--- config.mk ---
export PLATFORM = sky130hd
export DESIGN_NAME = ter_resq
export DESIGN_NICKNAME = d
export VERILOG_FILES = /design/src/design/triangle_edge_rasterizer_core_defines.svh /design/src/design/ter_pkg.sv /design/src/design/ter_resq.sv
export SDC_FILE = /design/constraint.sdc
export NUM_CORES = 1
export LEC_CHECK = 0
export ABC_AREA = 1
export BUFFER_PORTS_ARGS = -buffer_cell sky130_fd_sc_hd__buf_2
export CORE_AREA = 2 2 92 59
export CTS_CLUSTER_DIAMETER = 120
export DETAILED_ROUTE_END_ITERATION = 10
export DIE_AREA = 0 0 94 61
export PLACE_DENSITY = 0.84
export SKIP_CTS_REPAIR_TIMING = 1
export SLEW_MARGIN = 20
export SYNTH_ARGS = -nofsm -noshare
export SYNTH_HDL_FRONTEND = slang
export SYNTH_SLANG_ARGS = --single-unit
--- constraint.sdc ---
create_clock -name clk -period 2.95 [get_ports clk]
set_input_delay 0.59 -clock clk [delete_from_list [all_inputs] [get_ports clk]]
set_output_delay 0.59 -clock clk [all_outputs]
set_load 0.02 [all_outputs]
--- src/design/triangle_edge_rasterizer_core_defines.svh ---
// assertion macros used by the rasterizer back part
// depends on: a clk and an active-high rst in the module that uses them
`ifndef TRIANGLE_EDGE_RASTERIZER_CORE_DEFINES_SVH
`define TRIANGLE_EDGE_RASTERIZER_CORE_DEFINES_SVH

// property checked at every rising clock edge outside reset
`define TER_ASSERT(label, prop, msg) \
  label: assert property (@(posedge clk) disable iff (rst) (prop)) \
    else $error(msg);

// condition that must hold in the cycle after a trigger
`define TER_ASSERT_NEXT(label, ante, cons, msg) \
  label: assert property (@(posedge clk) disable iff (rst) (ante) |=> (cons)) \
    else $error(msg);

`endif

--- src/design/ter_pkg.sv ---
// shared types, widths and helpers for the triangle rasterizer
// depends on: nothing
package ter_pkg;

  // coordinate and arithmetic widths
  localparam int COORD_BITS  = 14;
  localparam int SCREEN_BITS = 13;
  localparam int DIFF_BITS   = COORD_BITS + 1;
  localparam int PROD_BITS   = 2 * DIFF_BITS;
  localparam int EDGE_BITS   = PROD_BITS + 1;
  localparam int CMP_BITS    = ((COORD_BITS > SCREEN_BITS) ? COORD_BITS : SCREEN_BITS) + 1;

  // queue sizing
  localparam int QUEUE_DEPTH = 2;
  localparam int QPTR_BITS   = (QUEUE_DEPTH > 1) ? $clog2(QUEUE_DEPTH) : 1;
  localparam int QCNT_BITS   = $clog2(QUEUE_DEPTH + 1);

  // register map
  localparam int CFG_ADDR_BITS = 3;
  localparam int CFG_DATA_BITS = 32;

  typedef logic signed [COORD_BITS-1:0] coord_t;
  typedef logic signed [DIFF_BITS-1:0]  diff_t;
  typedef logic signed [PROD_BITS-1:0]  prod_t;
  typedef logic signed [EDGE_BITS-1:0]  edge_t;
  typedef logic [SCREEN_BITS-1:0]       screen_t;
  typedef logic [QPTR_BITS-1:0]         qptr_t;
  typedef logic [QCNT_BITS-1:0]         qcnt_t;

  typedef enum logic [0:0] {
    OP_LOAD    = 1'b0,
    OP_ADVANCE = 1'b1
  } op_t;

  typedef enum logic [0:0] {
    REG_SCREEN_WIDTH  = 1'b0,
    REG_SCREEN_HEIGHT = 1'b1
  } reg_idx_t;

  // classified command item from front to back
  typedef struct packed {
    op_t    op;
    coord_t ax;
    coord_t ay;
    coord_t bx;
    coord_t by;
    coord_t cx;
    coord_t cy;
  } cmd_t;

  // result item from back to the result queue
  typedef struct packed {
    coord_t pixel_x;
    coord_t pixel_y;
    logic   covered;
    logic   last_pixel;
  } res_t;

  // sign-extended difference of two coordinates
  function automatic diff_t coord_diff(coord_t a, coord_t b);
    return DIFF_BITS'(a) - DIFF_BITS'(b);
  endfunction

  // queue pointer advance with wrap
  function automatic qptr_t qptr_inc(qptr_t p);
    return (p == QPTR_BITS'(QUEUE_DEPTH - 1)) ? '0 : p + 1'b1;
  endfunction

endpackage

--- src/design/ter_resq.sv ---
// result queue between the back part and the receiver
// depends on: ter_pkg
module ter_resq
  import ter_pkg::*;
(
  input  logic clk,
  input  logic rst,
  input  logic res_push,
  input  res_t res_in,
  output logic res_full,
  output logic empty,
  input  logic pop,
  output res_t res_out
);

  res_t  entries [QUEUE_DEPTH];
  qptr_t wr_ptr;
  qptr_t rd_ptr;
  qcnt_t count;
  logic  wr_en;
  logic  rd_en;

  assign res_full = (count == QCNT_BITS'(QUEUE_DEPTH));
  assign empty    = (count == '0);
  assign wr_en    = res_push && !res_full;
  assign rd_en    = pop && !empty;
  assign res_out  = entries[rd_ptr];

  // pointers and fill count
  always_ff @(posedge clk) begin
    if (rst) begin
      wr_ptr <= '0;
      rd_ptr <= '0;
      count  <= '0;
    end else begin
      if (wr_en) wr_ptr <= qptr_inc(wr_ptr);
      if (rd_en) rd_ptr <= qptr_inc(rd_ptr);
      if (wr_en && !rd_en) count <= count + 1'b1;
      else if (!wr_en && rd_en) count <= count - 1'b1;
    end
  end

  // storage
  always_ff @(posedge clk) begin
    if (wr_en) entries[wr_ptr] <= res_in;
  end

endmodule

# == Word level (Yosys, flattened, before mapping) ==
# Memories as Yosys holds them, arrays and structs flattened. A register that Yosys moved wholly into a read port is not among the register bits.
# Cells that the tools add are included.
# totals
memories,1
ff_bits,4
ram_bits,60
wordCells,27
in_bits,34
output_inout_bits,32
# mem_list
name,depth,width,read_ports,rd_clocked_by_memory_dff,write_ports,line,rtl
entries,2,30,1,1,1,ter_resq.sv:16,res_t entries [QUEUE_DEPTH];
# op_classes
add_sub_neg,4
n_reduce_logical,10
muxes,8
n_eq_ne,1
# op_table
cell,count
1-bit 2-to-1 mux,6
1-bit logical AND,4
1-bit zero test,4
2-bit 2-to-1 mux,2
"1-bit adder, second input constant",2
"2-bit by 1-bit adder with 2-bit output, second input constant",1
"2-bit == test, second input constant",1
2-bit zero test,1
2-bit nonzero test,1
"2-bit by 1-bit subtractor with 2-bit output, second input constant",1

# == Longest topological paths before layout ==
# depth
word_depth,7
depth_mapped,10
mapped_depth_nobuf,10

# == Least setup slack after synthesis ==
# Ideal clock, no wire load.
# synth_path
path_kind,input-to-reg
startpoint,input port res_push
endpoint,"memory entries[0][0] in the netlist's numbering, enable pin"
required_ns,2.533
t_arrival_ns,1.942
setup_time_ns,0.417
path_buffers,0
setup_slack_ns,0.591
path_stages,2
cell_sequence,o21ai_2 nor2_1
# synth_between
elab_chain_cells,3
# synth_lines
element,line,rtl
start: declaration,ter_resq.sv:8,"input logic res_push,"
1-bit logical AND,ter_resq.sv:25,assign wr_en = res_push && !res_full;
1-bit 2-to-1 mux,ter_resq.sv:45,if (wr_en) entries[wr_ptr] <= res_in;
1-bit 2-to-1 mux (not written as such),ter_resq.sv:45,
end: declaration,ter_resq.sv:16,
# No other way between the ends.

==> metrics.md <==
| Metric | Value |
|---|---|
| Status | `finished, final reports clean` |
| CTS root buf | `clkbuf_8` |
| Vias in the first global route | `roughly 1,400` |
| Worst-skew pair later-pin latency | `~0.32 ns` |
| # diodes | `0` |
| PD cells | `around 860 nW/um^2` |
| Tcrit/Tclk final | `0.8056` |
| Unrepaired setup endpoints after global routing | `no` |
| Critical Path End Type | `primary output` |
| CP arrival | `approximately 1.8 ns` |
| Standard-cell rows | `20` |
| I/O Buffers | `65` |
| Final core occ | `0.6187` |
| Top cells by area, synth | `edfxtp_1 75%, mux2_2 14%, dfxtp_1 4.1%` |
| WL/cell | `between 10 and 15 um` |
| Yosys cell types | `17` |
| Most instantiated library cell after synthesis | `edfxtp_1` |
| Final ANT Viol Nets | `0` |
| Yosys top cell area share | `0.7461` |
| Final setup violating endpoints | `0` |
| Synth Net Count | `approximately 170` |
| Mapped Area | `approximately 2400 um^2` |
| GP Congestion | `between 0.7 and 0.8` |
| Post-layout min period | `between 2 and 2.5 ns` |
| Total CTS buffers | `9` |
| CP required | `2.36 ns` |
| Core region area | `just under 5000 um^2` |
| DR pass1 iterations | `4` |
| Total grt overflow | `0` |
| Async set or reset register ratio after synthesis | `0` |
| Largest net degree at the start of global routing | `31` |
| DR vias/cell | `about 4.8` |
| Area leader, netlist | `edfxtp_1` |
| Post-route DRC | `0` |
| Starting density of the core | `0.4949` |
| Max Fclk | `420.8 MHz` |
| H-tree levels | `3` |
| Worst min path class | `in2reg` |
| Post-synthesis average cell area | `between 15 and 20 um^2` |
| Clock buffer depth | `2` |
| Slew @ Worst Pin | `0.6163 ns` |
| Clock slew at reported path FFs | `~0.060 ns` |
| Seq/Total Area, Yosys | `0.7876` |
| Setup CP Type | `reg2out` |
| DP HPWL | `roughly 2.7 mm` |
| CTS tree | `done` |
| Synth Register Bits | `65` |
| DR vias | `between 1,000 and 1,500` |
| Most frequent cells after synthesis | `60 x edfxtp_1, 30 x mux2_2, 9 x nor2_1, 6 x inv_1, 5 x dfxtp_1` |
| Io pins | `66` |
| Synthesis-to-finish area growth | `25.03%` |
| Clock sinks | `65` |
| Final hold violation count | `0` |
| Critical path fanouts, max | `18` |
| Fin nets | `between 200 and 250` |
| Final count of pins violating max slew | `0` |
| Initial antenna violation count | `0` |
| Die area | `about 5700 um^2` |
| MaxCap Viol Count | `0` |
| Ys flop type | `edfxtp_1` |
| Worst vdd ir | `approximately 480 uV` |
| GRT Total Usage | `0.1559` |
| Leakage | `1.163 nW` |
| Cells after Synth | `between 100 and 150` |
| Share of cells above drive strength 1 | `0.5592` |
| Startpoint Class | `register` |
| 1st-iter DRT viols | `71` |
| Routed wire length | `3.954 mm` |
| Number of synthesized flops with an enable pin | `60` |
| Die H | `a little over 60 um` |
| Final Skew | `around 0.0065 ns` |
| Die Wd | `94 um` |
| Global-route wire length before repair | `approximately 6.2 mm` |
| Max transition margin | `0.5886` |
| Post-route setup TNS | `0 ns` |
| Synth warn | `0` |
-- flip-flops by register name, indices dropped and copies added, names as in the netlist, named ones only --
name and count:
count 2, entries 60, rd_ptr 1, wr_ptr 1
-- critical path: stages (launching register included) --
cell	delay [ns]
dfxtp_1	0.71
buf_12	0.24
mux2_2	0.35
buf_2	0.16
-- kinds of logic (layout without fill, tap and decap cells) --
family                     after synthesis  count (layout)  share of synthesized area
DFF                                     65              65                     0.7876
muxes                                   30              30                     0.1399
and+or+nand+nor                         16              16                    0.02850
buffers and inverters                   12              93                    0.02331
AOI/OAI and AO/OA                        6               6                    0.01554
adders and majority gates                1               1                   0.005181
-- layer usage --
layer,global-route usage,wire (um),vias to the layer above
li1,-,-,641
met1,0.1754,1786,627
met2,0.2561,1859,46
met3,0.09193,291,2
met4,0.04969,16,0
met5,0,0,-
-- through the flow --
step / setup WS [ns] / hold WS [ns] / area, um^2 / power (W) / std cells
floorplan: 0.5908 / 0.4742 / 2415 / 0.001734 / 130
finish: 0.5735 / 0.4532 / 3019 / 0.002609 / 277
global placement: 0.8908 / 0.5017 / 2840 / 0.001946 / 261
detailed placement: 0.8785 / 0.5375 / 2840 / 0.001965 / 261
global route: 0.4454 / 0.4192 / 3019 / 0.002762 / 277
CTS: 0.5086 / 0.4288 / 3019 / 0.002649 / 277
-- placed cells by master, fill, tap and decap left out, types with 2 or more instances in the layout --
master,count
clkinv_2,2
nor2_2,2
o21ai_2,2
nor2_1,7
buf_4,2
mux2_2,30
edfxtp_1,60
buf_2,65
clkbuf_1,3
nand2_1,3
o21ai_0,2
inv_1,6
clkbuf_8,9
dfxtp_1,5
inv_2,3
-- path summary, 6_finish.rpt --
path,slack (ns),start,end,cells after the start
max reg2reg,1.47,count[1],count[1],9
min reg2reg,0.55,wr_ptr,wr_ptr,2
min,0.45,res_in[9],entries[0][9],1
max,0.57,register,res_out[2],3
-- final cells by class --
class / instances / area, um^2
Timing Repair Buffer: 68 / 360.3
Fill cell: 382 / 1861
Tap cell: 66 / 82.58
Clock buffer: 12 / 135.1
Sequential cell: 65 / 1902
Multi-Input combinational cell: 53 / 461.7
Inverter: 9 / 33.78
Clock inverter: 4 / 43.79
-- power by group --
part	internal [W]	total, W	switching, W	leakage (nW)
Combinational	0.000285	0.000699	0.000415	0.470
Clock	0.000385	0.000676	0.000291	0.0918
Sequential	0.00117	0.00123	0.0000663	0.601
Total	0.00184	0.00261	0.000772	1.16
No activity file was read; power rests on OpenSTA's default activity.
