[config.mk]
export PLATFORM = sky130hd
export DESIGN_NAME = ter_front
export DESIGN_NICKNAME = d
export VERILOG_FILES = /design/src/design/triangle_edge_rasterizer_core_defines.svh /design/src/design/ter_pkg.sv /design/src/design/ter_front.sv
export SDC_FILE = /design/constraint.sdc
export NUM_CORES = 1
export LEC_CHECK = 0
export ABC_AREA = 0
export BUFFER_PORTS_ARGS = -buffer_cell sky130_fd_sc_hd__buf_4
export CORE_MARGIN = 8
export CORE_UTILIZATION = 35
export CTS_BUF_LIST = sky130_fd_sc_hd__clkbuf_16
export CTS_CLUSTER_SIZE = 20
export DETAILED_ROUTE_END_ITERATION = 10
export GPL_TIMING_DRIVEN = 0
export SYNTH_ARGS = -nofsm -noshare
export SYNTH_HDL_FRONTEND = slang
export SYNTH_SLANG_ARGS = --single-unit
[constraint.sdc]
create_clock -name clk -period 4.8 [get_ports clk]
set_clock_uncertainty 0.15 [all_clocks]
set_input_delay 0.96 -clock clk [delete_from_list [all_inputs] [get_ports clk]]
set_output_delay 0.96 -clock clk [all_outputs]
set_load 0.02 [all_outputs]
[src/design/triangle_edge_rasterizer_core_defines.svh]
// assertion macros used by the rasterizer back part
// depends on: a clk and an active-high rst in the module that uses them
`ifndef TRIANGLE_EDGE_RASTERIZER_CORE_DEFINES_SVH
`define TRIANGLE_EDGE_RASTERIZER_CORE_DEFINES_SVH

// property checked at every rising clock edge outside reset
`define TER_ASSERT(label, prop, msg) \
  label: assert property (@(posedge clk) disable iff (rst) (prop)) \
    else $error(msg);

// condition that must hold in the cycle after a trigger
`define TER_ASSERT_NEXT(label, ante, cons, msg) \
  label: assert property (@(posedge clk) disable iff (rst) (ante) |=> (cons)) \
    else $error(msg);

`endif

[src/design/ter_pkg.sv]
// shared types, widths and helpers for the triangle rasterizer
// depends on: nothing
package ter_pkg;

  // coordinate and arithmetic widths
  localparam int COORD_BITS  = 14;
  localparam int SCREEN_BITS = 13;
  localparam int DIFF_BITS   = COORD_BITS + 1;
  localparam int PROD_BITS   = 2 * DIFF_BITS;
  localparam int EDGE_BITS   = PROD_BITS + 1;
  localparam int CMP_BITS    = ((COORD_BITS > SCREEN_BITS) ? COORD_BITS : SCREEN_BITS) + 1;

  // queue sizing
  localparam int QUEUE_DEPTH = 2;
  localparam int QPTR_BITS   = (QUEUE_DEPTH > 1) ? $clog2(QUEUE_DEPTH) : 1;
  localparam int QCNT_BITS   = $clog2(QUEUE_DEPTH + 1);

  // register map
  localparam int CFG_ADDR_BITS = 3;
  localparam int CFG_DATA_BITS = 32;

  typedef logic signed [COORD_BITS-1:0] coord_t;
  typedef logic signed [DIFF_BITS-1:0]  diff_t;
  typedef logic signed [PROD_BITS-1:0]  prod_t;
  typedef logic signed [EDGE_BITS-1:0]  edge_t;
  typedef logic [SCREEN_BITS-1:0]       screen_t;
  typedef logic [QPTR_BITS-1:0]         qptr_t;
  typedef logic [QCNT_BITS-1:0]         qcnt_t;

  typedef enum logic [0:0] {
    OP_LOAD    = 1'b0,
    OP_ADVANCE = 1'b1
  } op_t;

  typedef enum logic [0:0] {
    REG_SCREEN_WIDTH  = 1'b0,
    REG_SCREEN_HEIGHT = 1'b1
  } reg_idx_t;

  // classified command item from front to back
  typedef struct packed {
    op_t    op;
    coord_t ax;
    coord_t ay;
    coord_t bx;
    coord_t by;
    coord_t cx;
    coord_t cy;
  } cmd_t;

  // result item from back to the result queue
  typedef struct packed {
    coord_t pixel_x;
    coord_t pixel_y;
    logic   covered;
    logic   last_pixel;
  } res_t;

  // sign-extended difference of two coordinates
  function automatic diff_t coord_diff(coord_t a, coord_t b);
    return DIFF_BITS'(a) - DIFF_BITS'(b);
  endfunction

  // queue pointer advance with wrap
  function automatic qptr_t qptr_inc(qptr_t p);
    return (p == QPTR_BITS'(QUEUE_DEPTH - 1)) ? '0 : p + 1'b1;
  endfunction

endpackage

[src/design/ter_front.sv]
// front part: accepts command items, classifies them and queues them
// depends on: ter_pkg
module ter_front
  import ter_pkg::*;
(
  input  logic   clk,
  input  logic   rst,
  input  logic   push,
  output logic   full,
  input  logic   command,
  input  coord_t vertex_a_x,
  input  coord_t vertex_a_y,
  input  coord_t vertex_b_x,
  input  coord_t vertex_b_y,
  input  coord_t vertex_c_x,
  input  coord_t vertex_c_y,
  output logic   cmd_valid,
  output cmd_t   cmd,
  input  logic   cmd_pop
);

  cmd_t  entries [QUEUE_DEPTH];
  qptr_t wr_ptr;
  qptr_t rd_ptr;
  qcnt_t count;
  logic  wr_en;
  logic  rd_en;
  cmd_t  incoming;

  // classify the incoming item
  always_comb begin
    incoming.op = op_t'(command);
    incoming.ax = vertex_a_x;
    incoming.ay = vertex_a_y;
    incoming.bx = vertex_b_x;
    incoming.by = vertex_b_y;
    incoming.cx = vertex_c_x;
    incoming.cy = vertex_c_y;
  end

  assign full      = (count == QCNT_BITS'(QUEUE_DEPTH));
  assign cmd_valid = (count != '0);
  assign wr_en     = push && !full;
  assign rd_en     = cmd_pop && cmd_valid;
  assign cmd       = entries[rd_ptr];

  // queue pointers and fill count
  always_ff @(posedge clk) begin
    if (rst) begin
      wr_ptr <= '0;
      rd_ptr <= '0;
      count  <= '0;
    end else begin
      if (wr_en) wr_ptr <= qptr_inc(wr_ptr);
      if (rd_en) rd_ptr <= qptr_inc(rd_ptr);
      if (wr_en && !rd_en) count <= count + 1'b1;
      else if (!wr_en && rd_en) count <= count - 1'b1;
    end
  end

  // queue storage
  always_ff @(posedge clk) begin
    if (wr_en) entries[wr_ptr] <= incoming;
  end

endmodule

-- Word level (Yosys, flattened, before mapping)
Memories as Yosys holds them, arrays and structs flattened. A register that Yosys moved wholly into a read port is not among the register bits.
Index checks and enable logic that the tools add are counted.
- register bits: 4
- memory bits (writable): 170
- input bits: 89
- output and inout bits: 87
- word-level logic and storage cells: 26
- memories: 1
- memory list (name ; words ; width ; rd ports ; clocked after memory_dff ; write ports ; RTL line ; text):
    entries ; 2 ; 85 ; 1 ; 1 ; 1 ; ter_front.sv:22 ; cmd_t entries [QUEUE_DEPTH];
- add/sub/neg operators: 4
- eq/ne operators: 1
- multiplexer cells: 8
- reduce and logical (&&, ||, !) cells: 9
- operators by type and width (kind ; count):
    $mux W1 ; 6
    $logic_and A1 B1 Y1 ; 4
    $mux W2 ; 2
    $reduce_bool A2 Y1 ; 2
    $logic_not A1 Y1 ; 3
    $add A1 B1 Y1 const B ; 2
    $add A2 B1 Y2 const B ; 1
    $eq A2 B2 Y1 const B ; 1
    $sub A2 B1 Y2 const B ; 1

-- Logic depth before layout (Yosys ltp)
- depth after elaboration: 7
- mapped depth: 6
- mapped depth without buffers: 6

-- Worst setup path before layout
No wires, ideal clock.
- kind: input-to-reg
- start point: input port push
- end point: memory entries[1][0] (netlist bit) (enable)
- library setup time: 0.453 ns
- arrival time: 3.123 ns
- data required time: 4.197 ns
- slack: 1.074 ns
- stages on the path: 3
- path buffers: 0
- cells stage by stage: inv_1 -> nor2_1 -> and2_1
- longest elaborated chain between the ends: 3
- ends and longest elaborated chain (item ; RTL line ; text):
    from (decl) ; ter_front.sv:8 ; input logic push,
    $logic_and A1 B1 Y1 ; ter_front.sv:43 ; assign wr_en = push && !full;
    $mux W1 ; ter_front.sv:63 ; if (wr_en) entries[wr_ptr] <= incoming;
    $mux W1 (not written as such) ; ter_front.sv:63 ;
    to (decl) ; ter_front.sv:22 ;
No other way between the ends.

==> results.yml <==
drt:
  via_count: 3287
  wl_per_cell_um: 17.8
  drt-total-wl_um: 12900
  viasPerCell: 4.52
  drt_first_pass_iters: 4
  route.detailed.drc: 0
  ant_nets: 0
  drt_first_iter_violations: 111
synth:
  netlist_top_cells_area: "edfxtp_1 80%, mux2_2 15%, dfxtp_1 1.6%"
  syn_nets: 379
  synth_edf_count: 170
  avgSynthCellArea_sq_um: 22.0
  netlist_top_cells_count: "170 x edfxtp_1, 85 x mux2_2, 5 x buf_6, 5 x dfxtp_1, 4 x nor2_1"
  syn_inst: 289
  post-synth-top-area-cell: "edfxtp_1"
  synthArstFlopShare_pct: 0
  yosys_warnings: 0
  synth-seq-cells: 175
  synth_cell_types: 16
  synth_most_common_cell: "edfxtp_1"
  seq_area_frac_synth_pct: 81.8
  yosysTopAreaCellShare_pct: 80.3
  netlist_area_sq_mm: 0.00636
  synth_flop_cell: "edfxtp_1"
pwr:
  powerDensity_mw_per_mm2: 558
  leakage_nw: 3.22
  peakVddDrop_uv: 253
place:
  routabilityCongestion: 0.682
  pre_cts_ws_ps: 1980
  portBuffers: 175
  dp_hpwl_um: 8990
hold_path:
  hp-class: "reg -> reg"
  worstHoldEndpoint: "wr_ptr$_SDFFE_PP0N_"
  hold_path_depth: 2
  hold_start: "wr_ptr$_SDFFE_PP0N_"
timing:
  finalSetupViolCount: 0
  min_period_ps: 2830
  drv_slew: 0
  fmax_ghz: 0.354
  setup_ws_ps: 1970
  final-hold-violation-count: 0
  period_share_pct: 58.9
  slew_headroom_pct: 60.2
  rsz0062_at_grt: "no"
  worstMarginPinSlew_ps: 597
clocking:
  clk_path_buf_depth: 2
  path_clk_slew_ps: 60
  htreeDepth: 4
  cts_setup_buffers: 0
  insertion_delay_ps: 410
  clock-sinks: 175
  cts-root-buf: "clkbuf_16"
  hold_buffers: 0
  cts_resized: 0
  tritoncts: "built"
  cts_buffers: 17
global_routing:
  grt_pass1_vias: 3761
  grt_pass1_wl_um: 19800
  track_usage_pct: 11.4
  grt_overflow: 0
  grt_max_degree: 48
  antenna_found_initial: 0
final_layout:
  fillers: 1563
  area_growth_pct: 35.8
  fin_util_pct: 48.3
  drive_gt1_share_pct: 61.0
  antenna_cells: 0
  layout.nets: 575
setup_path:
  path_class: "reg -> out"
  cp-end-kind: "output pin"
  start_kind: "register"
  cp_max_fo: 10
  r2r_cells: 4
  arrival_ps: 1720
  required_ps: 3690
  r2r_start: "count[0]$_SDFFE_PP0P_"
  r2r_end: "entries[0][69]$_DFFE_PP_"
  r2r_slack_ps: 2650
job:
  cap_viol_max_count: 0
run_status:
  outcome: "finished clean"
floorplanning:
  die_w_um: 151
  initial_core_util_pct: 35.5
  pin_count: 176
  dieArea_sq_mm: 0.0227
  coreArea_sq_mm: 0.0179
  row_count: 49
  die_h_um: 151
-- worst max-delay path, cell delays in order (launching register included) --
cell and delay (ps):
dfxtp_1 350, buf_4 250, buf_6 190, mux2_2 350
buf_4 160
-- worst max-delay path by stage --
| stage | endpoint | slack [ps] | start | cells past startpoint |
|---|---|---|---|---|
| after CTS | cmd[40] | 1900 | register | 4 |
| after floorplan | entries[1][0]$_DFFE_PP_ | 1070 | push | 3 |
| after detailed placement | entries[0][37]$_DFFE_PP_ | 1980 | push | 5 |
| after global routing | cmd[33] | 1860 | register | 4 |
| after global placement | entries[1][42]$_DFFE_PP_ | -260 | push | 4 |
| final | cmd[44] | 1970 | register | 4 |
-- stage by stage --
| step | hold WS (ps) | cells | setup TNS, ps | power (mW) | area (sq um) |
|---|---|---|---|---|---|
| CTS | 343 | 727 | 0 | 4.90 | 8640 |
| global placement | 331 | 693 | -21560 | 3.44 | 7960 |
| finish | 339 | 727 | 0 | 4.82 | 8640 |
| floorplan | 302 | 289 | 0 | 2.86 | 6360 |
| global route | 386 | 727 | 0 | 5.04 | 8640 |
| detailed placement | 334 | 695 | 0 | 3.46 | 8020 |
-- registers in the layout, summed over array words and instances (netlist names), named ones only --
signal   flops
rd_ptr       1
count        2
entries    170
wr_ptr       1
-- power by group --
part / internal, mW / switching (mW) / total (mW)
clock: 0.870 / 0.556 / 1.43
sequential: 1.92 / 0.0473 / 1.97
combinational: 0.659 / 0.769 / 1.43
-- layout make-up --
cell class	instances	area, sq um	share of cell area (%)
buffer	9	78.8	0.913
inverter	2	10.0	0.116
multi-input combinational	103	1070	12.4
clock inverter	15	191	2.22
tap	229	287	3.32
timing repair buffer	177	1370	15.8
clock buffer	17	425	4.92
sequential	175	5200	60.3
-- cells in the final DEF, fill, tap and decap left out --
cell	instances
and2_4	1
edfxtp_1	170
ha_1	1
inv_8	1
clkinv_1	2
clkinvlp_4	1
nor2b_2	1
buf_16	2
dfxtp_1	5
clkinv_2	3
inv_6	2
inv_1	2
or3_1	2
clkinv_4	1
bufinv_16	4
or2_2	1
buf_4	176
xor2_1	3
mux2_2	85
a21oi_1	2
o21ai_0	3
buf_2	3
buf_6	5
inv_4	1
clkbuf_16	17
nor2_1	4
-- per-layer routing --
layer | vias to the layer above | wire [um] | global-route usage (%)
met3 | 13 | 999 | 4.81
met1 | 1626 | 5080 | 12.6
met5 | - | 0 | 0
met4 | 0 | 151 | 4.30
li1 | 1537 | - | -
met2 | 111 | 6700 | 19.4
-- cells by family after synthesis --
group	after synthesis	synth area share [%]
buf+inv	11	1.36
compound gates	5	0.393
xor+xnor	3	0.413
simple gates	9	0.767
fa+ha+maj	1	0.197
mux	85	15.0
flops	175	81.8
Power figures use the tool's default switching activity.
